**config.mk**
```make
export PLATFORM = sky130hd
export DESIGN_NAME = cubic_bezier_easing_core
export DESIGN_NICKNAME = d
export VERILOG_FILES = /design/src/sv/cbe_pkg.sv /design/src/sv/cbe_div.sv /design/src/sv/cubic_bezier_easing_core.sv
export SDC_FILE = /design/constraint.sdc
export NUM_CORES = 2
export LEC_CHECK = 0
export BUFFER_PORTS_ARGS = -buffer_cell sky130_fd_sc_hd__buf_2
export CAP_MARGIN = 40
export CORE_ASPECT_RATIO = 1.75
export CORE_MARGIN = 1
export CORE_UTILIZATION = 65
export CTS_CLUSTER_DIAMETER = 40
export DETAILED_ROUTE_END_ITERATION = 8
export PLACE_DENSITY = 0.82
export SLEW_MARGIN = 40
export SYNTH_ARGS = -nofsm -noshare
export SYNTH_HDL_FRONTEND = slang
export SYNTH_SLANG_ARGS = --single-unit
```
**constraint.sdc**
```tcl
create_clock -name clk -period 12.99 [get_ports clk]
set_clock_uncertainty 0.1 [all_clocks]
set_input_delay 1.299 -clock clk [delete_from_list [all_inputs] [get_ports clk]]
set_output_delay 1.299 -clock clk [all_outputs]
set_load 0.05 [all_outputs]
```
**src/sv/cbe_pkg.sv**
```systemverilog
package cbe_pkg;

    localparam int FRAC_BITS_DEF    = 16;
    localparam int NEWTON_STEPS_DEF = 8;
    localparam int BISECT_STEPS_DEF = 32;

    localparam int IN_W  = 18;
    localparam int OUT_W = 19;
    localparam int IDX_W = 3;

    localparam logic [IDX_W-1:0] REG_X1 = 3'd0;
    localparam logic [IDX_W-1:0] REG_Y1 = 3'd1;
    localparam logic [IDX_W-1:0] REG_X2 = 3'd2;
    localparam logic [IDX_W-1:0] REG_Y2 = 3'd3;

    typedef enum logic [3:0] {
        ST_IDLE,
        ST_PREP,
        ST_MUL,
        ST_ADD,
        ST_EVAL,
        ST_DIV_WAIT,
        ST_BIS_CHK,
        ST_FIN
    } state_t;

    typedef enum logic [1:0] {
        MD_POS,
        MD_SLOPE,
        MD_BIS,
        MD_Y
    } mode_t;

    typedef struct packed {
        logic busy;
        logic done;
    } div_stat_t;

endpackage

```
**src/sv/cbe_div.sv**
```systemverilog
module cbe_div
    import cbe_pkg::*;
#(
    parameter int NUM_W = 47,
    parameter int DEN_W = 30
)
(
    input  logic                    clk,
    input  logic                    rst_n,
    input  logic                    start,
    input  logic signed [NUM_W-1:0] num,
    input  logic signed [DEN_W-1:0] den,
    output div_stat_t               stat,
    output logic signed [NUM_W-1:0] quot
);

    localparam int CNT_W = $clog2(NUM_W + 1);

    logic             busy_reg, busy_next;
    logic             done_reg, done_next;
    logic [CNT_W-1:0] cnt_reg, cnt_next;
    logic [DEN_W:0]   rem_reg, rem_next;
    logic [NUM_W-1:0] q_reg, q_next;
    logic [DEN_W-1:0] dmag_reg, dmag_next;
    logic             neg_reg, neg_next;
    logic [DEN_W:0]   rem_sh;

    always_comb
    begin
        busy_next = busy_reg;
        done_next = 1'b0;
        cnt_next  = cnt_reg;
        rem_next  = rem_reg;
        q_next    = q_reg;
        dmag_next = dmag_reg;
        neg_next  = neg_reg;
        rem_sh    = {rem_reg[DEN_W-1:0], q_reg[NUM_W-1]};
        if (start)
        begin
            busy_next = 1'b1;
            cnt_next  = CNT_W'(NUM_W);
            rem_next  = '0;
            q_next    = num[NUM_W-1] ? NUM_W'(-num) : NUM_W'(num);
            dmag_next = den[DEN_W-1] ? DEN_W'(-den) : DEN_W'(den);
            neg_next  = num[NUM_W-1] ^ den[DEN_W-1];
        end
        else if (busy_reg)
        begin
            // one restoring step per cycle
            if (rem_sh >= {1'b0, dmag_reg})
            begin
                rem_next = rem_sh - {1'b0, dmag_reg};
                q_next   = {q_reg[NUM_W-2:0], 1'b1};
            end
            else
            begin
                rem_next = rem_sh;
                q_next   = {q_reg[NUM_W-2:0], 1'b0};
            end
            cnt_next = cnt_reg - CNT_W'(1);
            if (cnt_reg == CNT_W'(1))
            begin
                busy_next = 1'b0;
                done_next = 1'b1;
            end
        end
    end

    always_ff @(posedge clk or negedge rst_n)
    begin
        if (!rst_n)
        begin
            busy_reg <= 1'b0;
            done_reg <= 1'b0;
            cnt_reg  <= '0;
        end
        else
        begin
            busy_reg <= busy_next;
            done_reg <= done_next;
            cnt_reg  <= cnt_next;
        end
    end

    always_ff @(posedge clk)
    begin
        rem_reg  <= rem_next;
        q_reg    <= q_next;
        dmag_reg <= dmag_next;
        neg_reg  <= neg_next;
    end

    assign stat.busy = busy_reg;
    assign stat.done = done_reg;
    assign quot      = neg_reg ? NUM_W'(-q_reg) : NUM_W'(q_reg);

`ifndef SYNTH
    a_done_after_busy: assert property (@(posedge clk) disable iff (!rst_n)
        stat.done |-> $past(busy_reg))
        else $error("divider done without a running division");
    a_not_both: assert property (@(posedge clk) disable iff (!rst_n)
        !(busy_reg && done_reg))
        else $error("divider busy and done together");
    a_count_live: assert property (@(posedge clk) disable iff (!rst_n)
        busy_reg |-> cnt_reg != '0)
        else $error("divider running with zero count");
`endif

endmodule

```
**src/sv/cubic_bezier_easing_core.sv**
```systemverilog
// Channel    Direction  Handshake                Payload
// config     in         cfg_wr_en                cfg_index, cfg_data
// input      in         in_valid / in_ready      progress
// result     out        out_valid / out_ready    eased_value
//
// The identity curve or an endpoint skips the curve arithmetic; otherwise the
// restoring divider (NUM_W = 47 at 16 fraction bits), the bisection steps and the
// shared multiplier, which alternates multiply and add states, set how long an item takes.
// Reset clears the control state and loads the control points to the linear curve.
// in_ready is high only while no item is at work; a result waiting on out_ready
// does not block the next item, which holds in its last state only if the
// output register is still full when it finishes.
module cubic_bezier_easing_core
    import cbe_pkg::*;
#(
    parameter int FRAC_BITS    = FRAC_BITS_DEF,
    parameter int NEWTON_STEPS = NEWTON_STEPS_DEF,
    parameter int BISECT_STEPS = BISECT_STEPS_DEF
)
(
    input  logic                    clk,
    input  logic                    rst_n,
    input  logic                    cfg_wr_en,
    input  logic [IDX_W-1:0]        cfg_index,
    input  logic signed [IN_W-1:0]  cfg_data,
    input  logic                    in_valid,
    output logic                    in_ready,
    input  logic signed [IN_W-1:0]  progress,
    output logic                    out_valid,
    input  logic                    out_ready,
    output logic signed [OUT_W-1:0] eased_value
);

    localparam int VW    = ((FRAC_BITS > 17) ? FRAC_BITS : 17) + 13;
    localparam int PW    = 2 * VW;
    localparam int DW    = VW + FRAC_BITS + 1;
    localparam int NC_W  = $clog2(NEWTON_STEPS + 1);
    localparam int BC_W  = $clog2(BISECT_STEPS + 1);

    localparam logic signed [VW-1:0] ONE   = VW'(64'sd1 <<< FRAC_BITS);
    localparam logic signed [VW-1:0] SLIM  = VW'(64'sd4 <<< FRAC_BITS);
    localparam logic signed [VW-1:0] OMAX  = VW'((64'sd1 <<< (OUT_W - 1)) - 64'sd1);
    localparam logic signed [VW-1:0] OMIN  = VW'(-(64'sd1 <<< (OUT_W - 1)));
    localparam logic signed [PW-1:0] RND   = PW'((64'sd1 <<< FRAC_BITS) - 64'sd1);

    state_t state_reg, state_next;
    mode_t  mode_reg, mode_next;

    logic signed [IN_W-1:0] x1_reg, y1_reg, x2_reg, y2_reg;

    logic signed [VW-1:0] t_reg, t_next;
    logic signed [VW-1:0] s_reg, s_next;
    logic signed [VW-1:0] lo_reg, lo_next;
    logic signed [VW-1:0] hi_reg, hi_next;
    logic signed [VW-1:0] acc_reg, acc_next;
    logic signed [VW-1:0] cb_reg, cb_next;
    logic signed [VW-1:0] cc_reg, cc_next;
    logic signed [VW-1:0] err_reg, err_next;
    logic signed [VW-1:0] ax_reg, ax_next, bx_reg, bx_next, cx_reg, cx_next;
    logic signed [VW-1:0] ay_reg, ay_next, by_reg, by_next, cy_reg, cy_next;
    logic signed [PW-1:0] prod_reg, prod_next;
    logic signed [VW-1:0] res_reg, res_next;
    logic [1:0]           step_reg, step_next;
    logic [1:0]           last_reg, last_next;
    logic [NC_W-1:0]      ncnt_reg, ncnt_next;
    logic [BC_W-1:0]      bcnt_reg, bcnt_next;
    logic                 out_valid_reg, out_valid_next;
    logic signed [OUT_W-1:0] out_reg, out_next;

    logic signed [VW-1:0] prog_ext, x1c, x2c, y1e, y2e;
    logic signed [VW-1:0] fm, addend;
    logic signed [PW-1:0] prod_adj;
    logic                 trivial, hit, div_start;
    logic signed [DW-1:0] dividend, quot;
    logic signed [DW:0]   s_diff;
    logic signed [VW-1:0] s_clamped;
    logic signed [VW:0]   mid_sum;
    div_stat_t            div_stat;

    // configuration registers
    always_ff @(posedge clk or negedge rst_n)
    begin
        if (!rst_n)
        begin
            x1_reg <= '0;
            y1_reg <= '0;
            x2_reg <= IN_W'(ONE);
            y2_reg <= IN_W'(ONE);
        end
        else if (cfg_wr_en)
        begin
            unique case (cfg_index)
                REG_X1:  x1_reg <= cfg_data;
                REG_Y1:  y1_reg <= cfg_data;
                REG_X2:  x2_reg <= cfg_data;
                REG_Y2:  y2_reg <= cfg_data;
                default: ;
            endcase
        end
    end

    always_comb
    begin
        prog_ext = VW'(progress);
        x1c = VW'(x1_reg);
        x2c = VW'(x2_reg);
        y1e = VW'(y1_reg);
        y2e = VW'(y2_reg);
        if (x1c < 0)
            x1c = '0;
        else if (x1c > ONE)
            x1c = ONE;
        if (x2c < 0)
            x2c = '0;
        else if (x2c > ONE)
            x2c = ONE;
        trivial = (x1c == y1e && x2c == y2e) || t_reg <= 0 || t_reg >= ONE;
        hit     = (acc_reg == t_reg);

        prod_adj = prod_reg + (prod_reg[PW-1] ? RND : '0);
        fm       = VW'(prod_adj >>> FRAC_BITS);
        case (step_reg)
            2'd0:    addend = cb_reg;
            2'd1:    addend = cc_reg;
            default: addend = '0;
        endcase

        dividend  = DW'(err_reg) <<< FRAC_BITS;
        s_diff    = (DW+1)'(s_reg) - (DW+1)'(quot);
        if (s_diff > (DW+1)'(SLIM))
            s_clamped = SLIM;
        else if (s_diff < -(DW+1)'(SLIM))
            s_clamped = -SLIM;
        else
            s_clamped = VW'(s_diff);

        mid_sum = (acc_reg > t_reg) ? ((VW+1)'(lo_reg) + (VW+1)'(s_reg))
                                    : ((VW+1)'(s_reg) + (VW+1)'(hi_reg));
    end

    // next state
    always_comb
    begin
        state_next = state_reg;
        unique case (state_reg)
            ST_IDLE:
                if (in_valid)
                    state_next = ST_PREP;
            ST_PREP:
                state_next = trivial ? ST_FIN : ST_MUL;
            ST_MUL:
                state_next = ST_ADD;
            ST_ADD:
                state_next = (step_reg == last_reg) ? ST_EVAL : ST_MUL;
            ST_EVAL:
            begin
                unique case (mode_reg)
                    MD_POS:   state_next = ST_MUL;
                    MD_SLOPE: state_next = (acc_reg == '0) ? ST_BIS_CHK : ST_DIV_WAIT;
                    MD_BIS:   state_next = hit ? ST_MUL : ST_BIS_CHK;
                    MD_Y:     state_next = ST_FIN;
                    default:  state_next = ST_IDLE;
                endcase
            end
            ST_DIV_WAIT:
                if (div_stat.done)
                    state_next = (ncnt_reg == NC_W'(NEWTON_STEPS - 1)) ? ST_BIS_CHK : ST_MUL;
            ST_BIS_CHK:
                state_next = ST_MUL;
            ST_FIN:
                if (!out_valid_reg || out_ready)
                    state_next = ST_IDLE;
            default:
                state_next = ST_IDLE;
        endcase
    end

    // datapath and outputs
    always_comb
    begin
        mode_next = mode_reg;
        t_next = t_reg;
        s_next = s_reg;
        lo_next = lo_reg;
        hi_next = hi_reg;
        acc_next = acc_reg;
        cb_next = cb_reg;
        cc_next = cc_reg;
        err_next = err_reg;
        ax_next = ax_reg;
        bx_next = bx_reg;
        cx_next = cx_reg;
        ay_next = ay_reg;
        by_next = by_reg;
        cy_next = cy_reg;
        prod_next = prod_reg;
        res_next = res_reg;
        step_next = step_reg;
        last_next = last_reg;
        ncnt_next = ncnt_reg;
        bcnt_next = bcnt_reg;
        out_next = out_reg;
        out_valid_next = out_valid_reg;
        div_start = 1'b0;

        if (out_valid_reg && out_ready)
            out_valid_next = 1'b0;

        unique case (state_reg)
            ST_IDLE:
                if (in_valid)
                begin
                    if (prog_ext < 0)
                        t_next = '0;
                    else if (prog_ext > ONE)
                        t_next = ONE;
                    else
                        t_next = prog_ext;
                end
            ST_PREP:
            begin
                ax_next = ONE + (x1c + (x1c <<< 1)) - (x2c + (x2c <<< 1));
                bx_next = (x2c + (x2c <<< 1)) - ((x1c <<< 2) + (x1c <<< 1));
                cx_next = x1c + (x1c <<< 1);
                ay_next = ONE + (y1e + (y1e <<< 1)) - (y2e + (y2e <<< 1));
                by_next = (y2e + (y2e <<< 1)) - ((y1e <<< 2) + (y1e <<< 1));
                cy_next = y1e + (y1e <<< 1);
                res_next = t_reg;
                s_next = t_reg;
                ncnt_next = '0;
                acc_next = ONE + (x1c + (x1c <<< 1)) - (x2c + (x2c <<< 1));
                cb_next = (x2c + (x2c <<< 1)) - ((x1c <<< 2) + (x1c <<< 1));
                cc_next = x1c + (x1c <<< 1);
                last_next = 2'd2;
                step_next = '0;
                mode_next = MD_POS;
            end
            ST_MUL:
                prod_next = PW'(acc_reg) * PW'(s_reg);
            ST_ADD:
            begin
                acc_next = fm + addend;
                step_next = step_reg + 2'd1;
            end
            ST_EVAL:
            begin
                step_next = '0;
                unique case (mode_reg)
                    MD_POS:
                        if (hit)
                        begin
                            acc_next = ay_reg;
                            cb_next = by_reg;
                            cc_next = cy_reg;
                            last_next = 2'd2;
                            mode_next = MD_Y;
                        end
                        else
                        begin
                            err_next = acc_reg - t_reg;
                            acc_next = ax_reg + (ax_reg <<< 1);
                            cb_next = bx_reg <<< 1;
                            cc_next = cx_reg;
                            last_next = 2'd1;
                            mode_next = MD_SLOPE;
                        end
                    MD_SLOPE:
                        if (acc_reg == '0)
                        begin
                            lo_next = '0;
                            hi_next = ONE;
                            s_next = t_reg;
                            bcnt_next = '0;
                        end
                        else
                            div_start = 1'b1;
                    MD_BIS:
                        if (hit)
                        begin
                            acc_next = ay_reg;
                            cb_next = by_reg;
                            cc_next = cy_reg;
                            last_next = 2'd2;
                            mode_next = MD_Y;
                        end
                        else
                        begin
                            if (acc_reg > t_reg)
                                hi_next = s_reg;
                            else
                                lo_next = s_reg;
                            s_next = VW'(mid_sum >>> 1);
                            bcnt_next = bcnt_reg + BC_W'(1);
                        end
                    MD_Y:
                        if (acc_reg > OMAX)
                            res_next = OMAX;
                        else if (acc_reg < OMIN)
                            res_next = OMIN;
                        else
                            res_next = acc_reg;
                    default: ;
                endcase
            end
            ST_DIV_WAIT:
                if (div_stat.done)
                begin
                    step_next = '0;
                    if (ncnt_reg == NC_W'(NEWTON_STEPS - 1))
                    begin
                        lo_next = '0;
                        hi_next = ONE;
                        s_next = t_reg;
                        bcnt_next = '0;
                    end
                    else
                    begin
                        s_next = s_clamped;
                        ncnt_next = ncnt_reg + NC_W'(1);
                        acc_next = ax_reg;
                        cb_next = bx_reg;
                        cc_next = cx_reg;
                        last_next = 2'd2;
                        mode_next = MD_POS;
                    end
                end
            ST_BIS_CHK:
            begin
                step_next = '0;
                last_next = 2'd2;
                if (bcnt_reg == BC_W'(BISECT_STEPS))
                begin
                    acc_next = ay_reg;
                    cb_next = by_reg;
                    cc_next = cy_reg;
                    mode_next = MD_Y;
                end
                else
                begin
                    acc_next = ax_reg;
                    cb_next = bx_reg;
                    cc_next = cx_reg;
                    mode_next = MD_BIS;
                end
            end
            ST_FIN:
                if (!out_valid_reg || out_ready)
                begin
                    out_next = OUT_W'(res_reg);
                    out_valid_next = 1'b1;
                end
            default: ;
        endcase
    end

    always_ff @(posedge clk or negedge rst_n)
    begin
        if (!rst_n)
        begin
            state_reg <= ST_IDLE;
            mode_reg <= MD_POS;
            step_reg <= '0;
            last_reg <= '0;
            ncnt_reg <= '0;
            bcnt_reg <= '0;
            out_valid_reg <= 1'b0;
            s_reg <= '0;
        end
        else
        begin
            state_reg <= state_next;
            mode_reg <= mode_next;
            step_reg <= step_next;
            last_reg <= last_next;
            ncnt_reg <= ncnt_next;
            bcnt_reg <= bcnt_next;
            out_valid_reg <= out_valid_next;
            s_reg <= s_next;
        end
    end

    always_ff @(posedge clk)
    begin
        t_reg <= t_next;
        lo_reg <= lo_next;
        hi_reg <= hi_next;
        acc_reg <= acc_next;
        cb_reg <= cb_next;
        cc_reg <= cc_next;
        err_reg <= err_next;
        ax_reg <= ax_next;
        bx_reg <= bx_next;
        cx_reg <= cx_next;
        ay_reg <= ay_next;
        by_reg <= by_next;
        cy_reg <= cy_next;
        prod_reg <= prod_next;
        res_reg <= res_next;
        out_reg <= out_next;
    end

    cbe_div #(
        .NUM_W (DW),
        .DEN_W (VW)
    ) u_div (
        .clk   (clk),
        .rst_n (rst_n),
        .start (div_start),
        .num   (dividend),
        .den   (acc_reg),
        .stat  (div_stat),
        .quot  (quot)
    );

    assign in_ready    = (state_reg == ST_IDLE);
    assign out_valid   = out_valid_reg;
    assign eased_value = out_reg;

`ifndef SYNTH
    a_idle_div_quiet: assert property (@(posedge clk) disable iff (!rst_n)
        in_ready |-> !div_stat.busy)
        else $error("input ready while a division runs");
    a_div_wait_live: assert property (@(posedge clk) disable iff (!rst_n)
        state_reg == ST_DIV_WAIT |-> (div_stat.busy || div_stat.done))
        else $error("waiting on a divider that is not running");
    a_bisect_bound: assert property (@(posedge clk) disable iff (!rst_n)
        bcnt_reg <= BC_W'(BISECT_STEPS))
        else $error("bisection count past its limit");
    a_s_bound: assert property (@(posedge clk) disable iff (!rst_n)
        (s_reg <= SLIM) && (s_reg >= -SLIM))
        else $error("curve parameter outside its saturation range");
`endif

endmodule

```
[Word-level counts from Yosys, hierarchy flattened]
Cells that the tools add are included.
Operators by class
  bitwise gates (word level): 2
  $mul: 1
  order comparisons: 14
  reduce and logical (&&, ||, !) cells: 41
  equality and inequality tests: 34
  add/subtract/negate cells: 27
  muxes and demuxes: 110
Operators by type and width (number)
  30-bit 2-to-1 mux: 36
  30-bit one-hot mux with 2 select lines: 9
  30-bit one-hot mux with 4 select lines: 2
  47-bit 2-to-1 mux: 4
  30-bit adder: 5
  30-bit one-hot mux with 5 select lines: 1
  30-bit by 18-bit equality test with 1-bit output: 3
  30-bit one-hot mux with 3 select lines: 1
  30-bit subtractor: 3
  30-bit by 30-bit adder with 31-bit output: 2
  18-bit by 30-bit adder with 30-bit output, first input constant: 2
  30-bit by 30-bit multiplier with 60-bit output: 1
  19-bit 2-to-1 mux: 3
  18-bit > comparator, second input constant: 3
  18-bit by 1-bit less-than comparator with 1-bit output, second input constant: 3
  48-bit by 20-bit > comparator with 1-bit output, second input constant: 1
  48-bit by 19-bit less-than comparator with 1-bit output, second input constant: 1
  30-bit by 47-bit subtractor with 48-bit output: 1
  46-bit negator with 47-bit output: 1
  47-bit negator: 1
  46-bit by 16-bit adder with 46-bit output: 1
  18-bit by 19-bit adder with 20-bit output: 2
  19-bit one-hot mux with 2 select lines: 1
  6-bit 2-to-1 mux: 6
  other kinds (64): 136
Word-level totals
  bits in registers: 715
  logic and storage cells: 266
  output and inout bits: 21

[Depth between registers and ports, before layout]
  word-level depth: 9
  gate-level depth with buffers: 34
  mapped depth without buffers: 33

[Modules after synthesis]
From an unflattened synthesis, not the netlist that was laid out.
Unflattened totals
  cells, all modules: 8618
  area, all modules: 80948.9 µm²
By module, submodules not included
  cubic_bezier_easing_core: area each 72000.3 µm², cells each 7591, seq. area each 15787.6 µm², times used 1
  cbe_div: area each 8948.6 µm², cells each 1027, seq. area each 3143.0 µm², times used 1

[Worst setup path before layout]
Ideal clock, no wire load.
  path type: reg-to-reg
  from: reg acc_reg[9]
  to: reg prod_reg[59], data pin
  stages on the path, launching flop included: 34
  setup slack: 4.557 ns
  library setup time: 0.262 ns
  period minus slack after synthesis: 8.433 ns
  data required time: 12.628 ns
  arrival time: 8.071 ns
  cell sequence: edfxtp_1 clkbuf_1 clkbuf_1 nand2_1 fa_1 inv_1 fa_1 inv_1 fa_1 inv_1 fa_1 fa_1 ha_1 inv_1 fa_1 inv_1 fa_1 ha_1 a21o_1 a21o_1 a21o_1 a21o_1 a221oi_1 o31ai_1 nand2_1 o211ai_1 a31o_2 a21o_1 a21oi_1 o21a_1 o21ai_0 a21oi_1 o31ai_1 xnor2_1
Between the ends
  longest elaborated chain between the ends: 1
RTL lines
  start, declared: RTL line cubic_bezier_easing_core.sv:55  | logic signed [VW-1:0] acc_reg, acc_next;
  start signal, assigned: RTL line cubic_bezier_easing_core.sv:387  | acc_reg <= acc_next;
  30-bit by 30-bit multiplier with 60-bit output: RTL line cubic_bezier_easing_core.sv:239  | prod_next = PW'(acc_reg) * PW'(s_reg);
  end signal, assigned: RTL line cubic_bezier_easing_core.sv:397  | prod_reg <= prod_next;
  end, declared: RTL line cubic_bezier_easing_core.sv:61  | logic signed [PW-1:0] prod_reg, prod_next;
Every way passes these cells.
A chain may end at the register's enable or synchronous reset.

[Worst setup path in the final report]
  from: reg s_reg[3]
  to: reg prod_reg[59], data pin
Between the ends
  longest elaborated chain between the ends: 1
RTL lines
  start, declared: RTL line cubic_bezier_easing_core.sv:52  | logic signed [VW-1:0] s_reg, s_next;
  start signal, assigned: RTL line cubic_bezier_easing_core.sv:378  | s_reg <= s_next;
  30-bit by 30-bit multiplier with 60-bit output: RTL line cubic_bezier_easing_core.sv:239
Every way passes these cells.

==> run metrics <==
status complete, no violations; gr usage total 0.392; Most common cell on crit path fa_1; Final Max Tran Viols 0; hold-fix buffer count after cts 0; Max Buffers Root-to-Sink 3; Tmin final 10040 ps; met3 usage 0.0720; FF+latch count, synth roughly 660; drt wl/cell around 24 um; detailed placement HPWL 181000 um; worst r2r path cells 32; Hold Violations, Final 0; syn_nets 9792; Slew @ Worst Pin 963 ps; met2 Track Usage GR 0.701; hold slack 320 ps; Max Cap Viol 0; first-pass GRT wire length 360000 um; min-delay worst type reg2reg; layout cells sized above 1 0.0637; sequential share of the synthesized area 0.243; drc violations 0; critical path's slowest cell dfrtp_1; Power Density 106 nW/um^2; Most Crowded Layer GR met2; area of the core 119000 um^2; EDFF count, synth 502; clock root cell clkbuf_16; Starting Density 0.658; Routed WL approximately 230000 um; Critical Path AT 10390 ps; Core Util, Final 0.701; crit share post-route 0.773; CP required between 10000 and 15000 ps; GPL Wtd Cong roughly 1.0; overall die height 460 um; total design power 0.00879 W; max frequency 99.6 MHz; Via Count between 60k and 70k; TNS Setup 0 ps; RSZ-0062 raised after global routing no; Via density 6.25; GRT Residual Overflow 0; maximum vdd ir drop 0.000203 V; GR Layer Usage met1 0.373; largest net degree at the start of global routing 72; Resized Gates After CTS 0; Cell variety after synth 85; initial antenna violation count 5; cell count after synthesis 8135; Mapped Avg Cell Area 9.59 um^2; Crit Path Class reg2reg; drt initial violations 4399; CTS Buf Count 87; clock slew at reported path FFs about 60 ps; Leak 39.2 nW; htree depth 3; Layout area overhead 6.66%; FILL cells 8800; Core Rows 167; max_slew headroom 0.353; pre-CTS worst setup slack 3220 ps; crit start category flip-flop; vias in the first global route 66.1k; Clock Latency Late Sink 730 ps; final worst slack slightly below 3000 ps; Post-synth top flop edfxtp_1; CTS tree done; cell count of the worst hold path 0; Critical Path Sink Type flip-flop; Nets 9727; input/output buffers 64; Die Width around 260 um; final setup fails 0; Mapped Area 78000 um^2; Yosys warning count 0; Detail Route Antenna Nets 0; Post-CTS Setup Inserts 0; Initial DRT Pass Iterations 9; I/O pin cnt 65; crit-path max FO 21; Sink Count 662; die area 122000 um^2; CP max stage delay 840 ps; ys async rst share 0.196
## logic make-up after synthesis
| logic type | Yosys count | share of synthesized area |
|---|---|---|
| other | 1 | 0.0000480 |
| adder cells (fa/ha/maj) | 1613 | 0.355 |
| flip-flops | 662 | 0.243 |
| AO/OA/AOI/OAI | 1448 | 0.119 |
| multiplexers | 98 | 0.0139 |
| AND/OR/NAND/NOR | 2182 | 0.135 |
| XOR/XNOR | 486 | 0.0545 |
| buffers and inverters | 1645 | 0.0791 |
## power by group
group / leakage (nW) / switching (W) / internal (W)
combinational: 31.7 / 0.00213 / 0.00147
clock: 1.47 / 0.00111 / 0.00141
sequential: 6.08 / 0.0000773 / 0.00258
total: 39.2 / 0.00332 / 0.00546
## Yosys cell counts (all sizes together), types with 20 or more instances
cell,n,share of area
xnor2,298,0.033
nor4,31,0.0025
a221oi,34,0.0038
nor3,77,0.0050
o21ai,378,0.024
or4,24,0.0025
xor2,188,0.021
o31ai,47,0.0045
a31oi,32,0.0026
a21oi,372,0.024
mux2,86,0.012
fa,1004,0.26
ha,609,0.098
nand2,897,0.043
a21boi,32,0.0031
o21bai,81,0.0078
o21a,48,0.0046
or3,30,0.0024
or2,20,0.0016
o211ai,33,0.0032
o41ai,23,0.0028
nand4,56,0.0045
clkbuf,336,0.016
dfrtp,128,0.041
a21o,153,0.015
nand3,71,0.0046
a211oi,30,0.0029
nor2,322,0.015
edfxtp,502,0.19
dfxtp,30,0.0077
and2,461,0.037
nand2b,78,0.0063
a222oi,23,0.0029
a22o,25,0.0028
and3,25,0.0020
nor2b,59,0.0047
inv,1301,0.063
## path summary, 6_finish.rpt
path / start / to / slack [ps]
worst max-delay path: s_reg[3] / prod_reg[59] / 2950
worst min-delay path: res_reg[0] / eased_value[0] / 320
worst max register to register: s_reg[3] / prod_reg[59] / 2950
worst min register to register: res_reg[0] / eased_value[0] / 320
max in group asynchronous: rst_n / s_reg[7] / 11080
min in group asynchronous: rst_n / y2_reg[17] / 500
## stage by stage
stage | cell area, um^2 | std cells
finish | 83200 | 9669
global route | 83200 | 9668
CTS | 83200 | 9663
detailed placement | 80100 | 9501
global placement | 80100 | 9498
floorplan | 78000 | 8135
## cell usage in the layout, fill, tap and decap left out, drive strengths merged, types with 31 or more instances in the layout
cell type	synthesis	layout
nor2b	59	59
o31ai	47	47
and2	461	461
mux2	86	86
nand3	71	71
nor2	322	322
a221oi	34	34
clkbuf	336	95
buf	8	190
dfrtp	128	128
o21ai	378	378
a21oi	372	372
a31oi	32	32
nand2b	78	78
nand4	56	56
xor2	188	188
nand2	897	897
edfxtp	502	502
nor4	31	31
o21bai	81	81
a21boi	32	32
xnor2	298	298
o21a	48	48
a21o	153	153
o211ai	33	33
inv	1301	1331
ha	609	609
nor3	77	77
fa	1004	1004
## worst max-delay path: cells and delay by family (launching register included)
family	cells	cell delay (ps)
AOI/OAI and AO/OA	14	3500
xor gates and xnor gates	1	130
adders and majority gates	9	4190
buffers and inverters	6	720
DFF	1	840
and+or+nand+nor	2	280
## routing by layer
metal	up-vias	part of all wire
met5	-	0.000048
li1	26500	-
met4	2	0.12
met2	2799	0.51
met3	1287	0.071
met1	29900	0.30
## cell type report
| cell class | count | area [um^2] | share of cell area |
|---|---|---|---|
| clock buffer | 95 | 2260 | 0.0271 |
| multi-input combinational | 5828 | 53200 | 0.639 |
| tap | 1521 | 1900 | 0.0229 |
| timing repair buffer | 190 | 1310 | 0.0157 |
| clock inverter | 67 | 757 | 0.00909 |
| inverter | 1301 | 4890 | 0.0587 |
| sequential | 662 | 18900 | 0.227 |
| antenna | 5 | 12.5 | 0.000150 |
Note: power is estimated with default switching activity, not from simulation.
